[src/sv/idsa_pkg.sv]
// ----------------------------------------------------------------------------
// idsa_pkg
// shared constants, codes and control types for the id slot allocator
// ----------------------------------------------------------------------------
package idsa_pkg;

  // slot pool size; the 3-bit slot and 4-bit free count fields follow from it
  localparam int SLOTS  = 8;
  localparam int SLOT_W = $clog2(SLOTS);
  localparam int CNT_W  = $clog2(SLOTS + 1);
  localparam int KEY_W  = 64;
  localparam int OP_W   = 2;
  localparam int STAT_W = 3;

  // operation codes
  localparam logic [OP_W-1:0] OP_LOOKUP  = 2'd0;
  localparam logic [OP_W-1:0] OP_ALLOC   = 2'd1;
  localparam logic [OP_W-1:0] OP_RELEASE = 2'd2;

  // result status codes
  localparam logic [STAT_W-1:0] ST_FOUND    = 3'd0;
  localparam logic [STAT_W-1:0] ST_NEW      = 3'd1;
  localparam logic [STAT_W-1:0] ST_NOFREE   = 3'd2;
  localparam logic [STAT_W-1:0] ST_NOTFOUND = 3'd3;
  localparam logic [STAT_W-1:0] ST_RELEASED = 3'd4;

  // controller to datapath commands
  typedef struct packed {
    logic load;  // capture the input beat
    logic exec;  // run the operation and load the result register
  } idsa_cmd_t;

endpackage

[src/sv/id_slot_allocator.sv]
// an input beat is first captured, then run through lookup/update into the result register
// one operation at a time: the next beat is held off until the captured one has run
// the lookup/update step waits while a previous result is stalled at the output
// a new input beat is taken while an earlier result still waits to be taken
// reset: synchronous; all slots free, slot 0 on top of the stack, no key bound
// ----------------------------------------------------------------------------
// id_slot_allocator
// binds 64-bit external identifiers to a small pool of internal slots using a
// key table with valid marks and a lifo free stack
// ----------------------------------------------------------------------------
module id_slot_allocator (
  input  logic                                clk,
  input  logic                                rst,
  // input channel
  input  logic                                in_valid,
  output logic                                in_stall,
  input  logic [idsa_pkg::OP_W-1:0]           operation,
  input  logic [idsa_pkg::KEY_W-1:0]          external_id,
  // result channel
  output logic                                out_valid,
  input  logic                                out_stall,
  output logic [idsa_pkg::SLOT_W-1:0]         slot,
  output logic [idsa_pkg::STAT_W-1:0]         status,
  output logic [idsa_pkg::CNT_W-1:0]          free_slots
);
  import idsa_pkg::*;

  // commands from the sequencer to the datapath
  idsa_cmd_t cmd;

  // sequencer: holds off the input while a beat is in flight and owns
  // the output valid flag
  idsa_ctrl u_ctrl (
    .clk       (clk),
    .rst       (rst),
    .in_valid  (in_valid),
    .in_stall  (in_stall),
    .out_valid (out_valid),
    .out_stall (out_stall),
    .cmd       (cmd)
  );

  // datapath: input capture, eight-way key compare, stack pop/push and
  // the result register that drives the output fields
  idsa_dpath u_dpath (
    .clk         (clk),
    .rst         (rst),
    .cmd         (cmd),
    .operation   (operation),
    .external_id (external_id),
    .slot        (slot),
    .status      (status),
    .free_slots  (free_slots)
  );

endmodule

[src/sv/idsa_ctrl.sv]
// ----------------------------------------------------------------------------
// idsa_ctrl
// sequencer: takes one input beat, runs it once the result register is free
// ----------------------------------------------------------------------------
module idsa_ctrl (
  input  logic               clk,
  input  logic               rst,
  input  logic               in_valid,
  output logic               in_stall,
  output logic               out_valid,
  input  logic               out_stall,
  output idsa_pkg::idsa_cmd_t cmd
);
  import idsa_pkg::*;

  typedef enum logic [1:0] {
    S_WAIT = 2'b01,
    S_EXEC = 2'b10
  } state_t;

  state_t state, state_next;
  logic   out_valid_next;
  logic   out_free;

  // result register empty, or emptied at this edge
  assign out_free = !out_valid || !out_stall;
  assign in_stall = (state != S_WAIT);

  always_comb begin
    state_next     = state;
    cmd            = '0;
    out_valid_next = out_valid && out_stall;
    unique case (state)
      S_WAIT: begin
        if (in_valid) begin
          cmd.load   = 1'b1;
          state_next = S_EXEC;
        end
      end
      S_EXEC: begin
        if (out_free) begin
          cmd.exec       = 1'b1;
          out_valid_next = 1'b1;
          state_next     = S_WAIT;
        end
      end
      default: begin
        state_next = S_WAIT;
      end
    endcase
  end

  always_ff @(posedge clk) begin
    if (rst) begin
      state     <= S_WAIT;
      out_valid <= 1'b0;
    end else begin
      state     <= state_next;
      out_valid <= out_valid_next;
    end
  end

  // a run never overwrites a result that is still held
  a_no_overwrite: assert property (@(posedge clk) disable iff (rst)
    cmd.exec |-> !(out_valid && out_stall))
    else $error("result register overwritten while stalled");

  a_exec_shows: assert property (@(posedge clk) disable iff (rst)
    cmd.exec |=> out_valid)
    else $error("run did not present a result");

  a_load_then_exec: assert property (@(posedge clk) disable iff (rst)
    cmd.load |=> (state == S_EXEC && in_stall))
    else $error("captured beat not held for execution");

endmodule

[src/sv/idsa_dpath.sv]
// ----------------------------------------------------------------------------
// idsa_dpath
// key table with valid marks, lifo free stack, lookup and update logic
// ----------------------------------------------------------------------------
module idsa_dpath (
  input  logic                                clk,
  input  logic                                rst,
  input  idsa_pkg::idsa_cmd_t                 cmd,
  input  logic [idsa_pkg::OP_W-1:0]           operation,
  input  logic [idsa_pkg::KEY_W-1:0]          external_id,
  output logic [idsa_pkg::SLOT_W-1:0]         slot,
  output logic [idsa_pkg::STAT_W-1:0]         status,
  output logic [idsa_pkg::CNT_W-1:0]          free_slots
);
  import idsa_pkg::*;

  // captured input beat
  logic [OP_W-1:0]   op_q;
  logic [KEY_W-1:0]  id_q;

  // allocator state
  logic [KEY_W-1:0]  key_table  [SLOTS];
  logic [SLOTS-1:0]  slot_valid;
  logic [SLOT_W-1:0] free_stack [SLOTS];
  logic [CNT_W-1:0]  free_count;

  // lookup and decision
  logic              hit_found;
  logic [SLOT_W-1:0] hit_idx;
  logic              hit_on_stack;
  logic [CNT_W-1:0]  cnt_m1;
  logic [SLOT_W-1:0] pop_slot;
  logic [CNT_W-1:0]  cnt_next;
  logic [SLOT_W-1:0] res_slot;
  logic [STAT_W-1:0] res_status;
  logic              do_bind;
  logic              do_unbind;
  logic              do_push;

  // parallel key compare, lowest matching slot wins
  always_comb begin
    hit_found = 1'b0;
    hit_idx   = '0;
    for (int i = SLOTS - 1; i >= 0; i--) begin
      if (slot_valid[i] && key_table[i] == id_q) begin
        hit_found = 1'b1;
        hit_idx   = SLOT_W'(i);
      end
    end
  end

  // is the hit slot already among the live stack entries
  always_comb begin
    hit_on_stack = 1'b0;
    for (int i = 0; i < SLOTS; i++) begin
      if (CNT_W'(i) < free_count && free_stack[i] == hit_idx) begin
        hit_on_stack = 1'b1;
      end
    end
  end

  assign cnt_m1   = free_count - CNT_W'(1);
  assign pop_slot = free_stack[cnt_m1[SLOT_W-1:0]];

  always_comb begin
    cnt_next   = free_count;
    res_slot   = '0;
    res_status = ST_NOTFOUND;
    do_bind    = 1'b0;
    do_unbind  = 1'b0;
    do_push    = 1'b0;
    unique case (op_q)
      OP_ALLOC: begin
        if (hit_found) begin
          res_slot   = hit_idx;
          res_status = ST_FOUND;
        end else if (free_count == '0 || free_count > CNT_W'(SLOTS)) begin
          res_status = ST_NOFREE;
        end else begin
          cnt_next   = cnt_m1;
          res_slot   = pop_slot;
          res_status = ST_NEW;
          do_bind    = 1'b1;
        end
      end
      OP_RELEASE: begin
        if (hit_found) begin
          res_slot   = hit_idx;
          res_status = ST_RELEASED;
          do_unbind  = 1'b1;
          if (!hit_on_stack && free_count < CNT_W'(SLOTS)) begin
            do_push  = 1'b1;
            cnt_next = free_count + CNT_W'(1);
          end
        end
      end
      default: begin
        // lookup, and the unused code behaves the same
        if (hit_found) begin
          res_slot   = hit_idx;
          res_status = ST_FOUND;
        end
      end
    endcase
  end

  always_ff @(posedge clk) begin
    if (cmd.load) begin
      op_q <= operation;
      id_q <= external_id;
    end
  end

  always_ff @(posedge clk) begin
    if (cmd.exec && do_bind) begin
      key_table[pop_slot] <= id_q;
    end
  end

  always_ff @(posedge clk) begin
    if (rst) begin
      slot_valid <= '0;
      free_count <= CNT_W'(SLOTS);
      for (int i = 0; i < SLOTS; i++) begin
        free_stack[i] <= SLOT_W'(SLOTS - 1 - i);
      end
    end else if (cmd.exec) begin
      free_count <= cnt_next;
      if (do_bind) begin
        slot_valid[pop_slot] <= 1'b1;
      end
      if (do_unbind) begin
        slot_valid[hit_idx] <= 1'b0;
      end
      if (do_push) begin
        free_stack[free_count[SLOT_W-1:0]] <= hit_idx;
      end
    end
  end

  always_ff @(posedge clk) begin
    if (cmd.exec) begin
      slot       <= res_slot;
      status     <= res_status;
      free_slots <= cnt_next;
    end
  end

  // every slot is either bound or on the free stack
  a_conserve: assert property (@(posedge clk) disable iff (rst)
    ($countones(slot_valid) + int'(free_count)) == SLOTS)
    else $error("bound slots and free slots do not add up");

  a_fail_zero: assert property (@(posedge clk) disable iff (rst)
    cmd.exec |=> ((status != ST_NOFREE && status != ST_NOTFOUND) || slot == '0))
    else $error("failed operation reported a nonzero slot");

  a_count_hold: assert property (@(posedge clk) disable iff (rst)
    !cmd.exec |=> $stable(free_count))
    else $error("free count moved without a run");

endmodule
[config.mk]
export PLATFORM = sky130hd
export DESIGN_NAME = id_slot_allocator
export DESIGN_NICKNAME = d
export VERILOG_FILES = /design/src/sv/idsa_pkg.sv /design/src/sv/id_slot_allocator.sv /design/src/sv/idsa_ctrl.sv /design/src/sv/idsa_dpath.sv
export SDC_FILE = /design/constraint.sdc
export NUM_CORES = 1
export LEC_CHECK = 0
export BUFFER_PORTS_ARGS = -buffer_cell sky130_fd_sc_hd__buf_2
export CAP_MARGIN = 25
export CORE_MARGIN = 5
export CORE_UTILIZATION = 45
export CTS_CLUSTER_SIZE = 16
export DETAILED_ROUTE_END_ITERATION = 6
export GPL_ROUTABILITY_DRIVEN = 0
export HOLD_SLACK_MARGIN = 0.15
export PLACE_DENSITY_LB_ADDON = 0.12
export SETUP_SLACK_MARGIN = 0.3
export SLEW_MARGIN = 5
export SYNTH_ARGS = -nofsm -noshare
export SYNTH_HDL_FRONTEND = slang
export SYNTH_SLANG_ARGS = --single-unit
[constraint.sdc]
create_clock -name clk -period 17.4 [get_ports clk]
set_input_delay 3.48 -clock clk [delete_from_list [all_inputs] [get_ports clk]]
set_output_delay 3.48 -clock clk [all_outputs]
set_load 0.005 [all_outputs]
==> flow_summary.toml <==
[clock_network]
cts_tree = "built"
ctsResizeCount = 0
hold_buffers = 0
clk_pin_slew_ps = 60
numCtsBuffers = 69
clockRootBuffer = "clkbuf_16"
cts_buffer_depth = 3
post-cts-setup-buffer-count = 0
clk_latency_ps = 600
cts.htree.levels = 3
cts_sinks = 627

[cells_and_area]
nets = 2380
final_cell_mix = "edfxtp_1 (612), xnor2_1 (218), nand2b_1 (217)"
stdcell_area_sq_um = 33100
final-seq-area_sq_um = 18700
drive_above_1_share = 0.128
multi_input_area_sq_um = 9900
final_common_cell = "edfxtp_1"
syn2layout_area_growth_pct = 13.4
n_fill_cell = 5454
layoutNonFillerInstCount = 3214

[die]
top_level_ports = 82
die_y_um = 264
core_area_sq_um = 64300
die_area_sq_um = 69900
start_util = 0.453
std_cell_rows = 93
die_w_um = 264

[drt]
antenna_left = 0
routed_wl_mm = 91.5
wl_per_cell_um = 28.5
detail_route.iter0.violations = 2273
drc = 0
num_vias = 19300
detail_route.vias_per_cell = 5.99
firstDrtPassIters = 6

[logic_synthesis]
synth.distinct_cells = 81
seq_area_frac_synth = 0.641
netlist_instances = 2156
synth-edff-count = 612
synthArstFlopShare = 0
synth.avg_cell_area_sq_um = 13.5
synth-seq-cells = 627
ys.flop_type = "edfxtp_1"
syn_nets = 2231
synth_area_sq_um = 29100
yosysWarnings = 0

[sta]
slew_headroom = 0.367
period_needed_ps = 5650
timing.fmax_mhz = 177
worst_pin_slew_ps = 950
rsz0062_at_grt = "no"
tns_ps = 0
hold_viol_final = 0
setup_viol = 0
drv_slew = 0
fin_skew_ps = 22.2
fin_crit_sh = 0.325

[worst_hold_path]
min_from = "u_ctrl.state[1]"
hold_end = "u_ctrl.out_valid"
min_path_cells = 2
hold_path_class = "reg -> reg"

[flow_run]
maxCapViolations = 0

[global_route]
top_usage_layer = "met2"
grtUsageMet2 = 0.404
grt_usage = 0.253
use_met3 = 0.0318
overflow = 0
grt_pass1_vias = 18800
grt_pass1_wl_mm = 130
antenna_found_initial = 4
gr-usage-met1 = 0.365
grt_max_degree = 66

[critical_path]
cp.required_ps = 17710
endpoint_kind = "register"
rr_endpoint = "u_dpath.free_stack[4][1]"
crit_chain = "buf_4, xor2_1, or4_1, or4_4, nor4_4, a211oi_1, o221ai_2, a21o_1, xor2_1, o211ai_1, nand3_4, nor4_4, nand2b_1, nand3b_1"
r2r_start = "u_dpath.id_q[48]"
cp_slowest_cell = "edfxtp_1"
max_stage_delay_ps = 920
crit_fanout = 17
regToRegSetupSlack_ps = 11750
start_kind = "register"
worstPathArrival_ps = 5960
reg2regPathDepth = 14
criticalPathCategory = "reg -> reg"

[placement]
portBuffers = 81
dp_cells = 3088
placed_area_sq_um = 30800
dp_hpwl_mm = 58.6

[power_and_ir_drop]
powerDensity_nw_per_um2 = 103
ir_drop_v = 0.0000658
power.leakage_nw = 10.6

[run_status]
status = "finished clean"
[flip-flops by register name, summed over array words and instances, names as in the netlist, 3 cells and up]
| name | count |
|---|---|
| u_dpath.slot | 3 |
| u_dpath.id_q | 64 |
| u_dpath.key_table | 512 |
| u_dpath.free_slots | 4 |
| u_dpath.status | 3 |
| u_dpath.free_stack | 24 |
| u_dpath.free_count | 4 |
| u_dpath.slot_valid | 8 |
[final cells by class]
cell class,count,area share
sequential,627,0.565
multi-input combinational,1390,0.299
clock buffer,87,0.0568
tap,855,0.0324
timing repair buffer,159,0.0299
clock inverter,37,0.00962
inverter,58,0.00663
antenna,1,0.0000757
[power breakdown]
part	total (mW)	leakage (nW)	internal, mW	switching (mW)
clock network	1.44	1.08	0.840	0.598
logic	0.265	3.84	0.0773	0.187
registers	1.69	5.68	1.68	0.00962
total	3.39	10.6	2.59	0.796
[worst max-delay path, delay by kind of cell, from the launching register on]
kind,cells,cell delay (ps)
AO/OA/AOI/OAI,4,1360
XOR/XNOR,2,260
buffers and inverters,1,320
flip-flops,1,920
AND/OR/NAND/NOR,7,2500
[logic make-up (layout without fill, tap and decap cells)]
family | count (synthesis) | count (layout) | share of synthesized area
other cells | 0 | 1 | 0
fa+ha+maj | 5 | 5 | 0.00215
mux | 9 | 9 | 0.00580
simple gates | 813 | 813 | 0.166
buf+inv | 139 | 341 | 0.0213
xor+xnor | 407 | 407 | 0.123
flops | 627 | 627 | 0.641
compound gates | 156 | 156 | 0.0407
[metal layers]
metal  wire, um  share of wire
met1      39800           0.44
met5          0              0
met2      42200           0.46
met3       6800          0.074
met4       2740          0.030
[metrics by stage]
step                total power [mW]  worst slack [ps]  utilization  hold slack [ps]
floorplan                       1.86             10020            -              453
global placement                1.98             11590        0.479              469
detailed placement              1.98             11540        0.479              467
CTS                             3.41             11750        0.514              478
global route                    3.49             11590        0.514              534
finish                          3.39             11750        0.514              477
[cells in the mapped netlist (5+ instances only)]
master,count,share of area
edfxtp_1,612,0.63
xnor2_1,218,0.066
nand2b_1,217,0.047
xor2_1,188,0.057
nand4_1,154,0.033
nor4_1,100,0.021
nand2_1,83,0.011
nor2_1,66,0.0085
inv_1,57,0.0073
nand3_1,40,0.0069
nor3_1,33,0.0057
clkbuf_1,31,0.0040
o2111ai_1,31,0.0093
buf_2,29,0.0050
or4_1,24,0.0062
o21ai_0,21,0.0036
nor2b_1,18,0.0039
a21oi_1,17,0.0029
dfxtp_1,15,0.010
nand4b_1,13,0.0039
nor4b_1,12,0.0036
buf_1,10,0.0013
a21o_1,9,0.0023
o211ai_1,8,0.0021
a211oi_1,7,0.0018
a31oi_1,7,0.0015
nand3b_1,7,0.0018
o22ai_1,7,0.0015
and3_1,6,0.0013
buf_6,6,0.0023
mux4_2,6,0.0046
nor3b_1,6,0.0015
or2_2,6,0.0013
buf_4,5,0.0013
ha_1,5,0.0021
[how the worst max path moves through the flow]
| stage | from | to | slack (ps) | cells past startpoint |
|---|---|---|---|---|
| after floorplan | out_stall | u_dpath.key_table[5][0] | 10020 | 6 |
| after global placement | out_stall | u_dpath.key_table[7][50] | 11590 | 8 |
| after detailed placement | out_stall | u_dpath.key_table[1][30] | 11540 | 8 |
| after CTS | u_dpath.id_q[27] | u_dpath.free_stack[4][1] | 11750 | 14 |
| after global routing | u_dpath.id_q[48] | u_dpath.free_stack[3][2] | 11590 | 14 |
| final | u_dpath.id_q[48] | u_dpath.free_stack[4][1] | 11750 | 14 |
No activity file was read; power rests on OpenSTA's default activity.
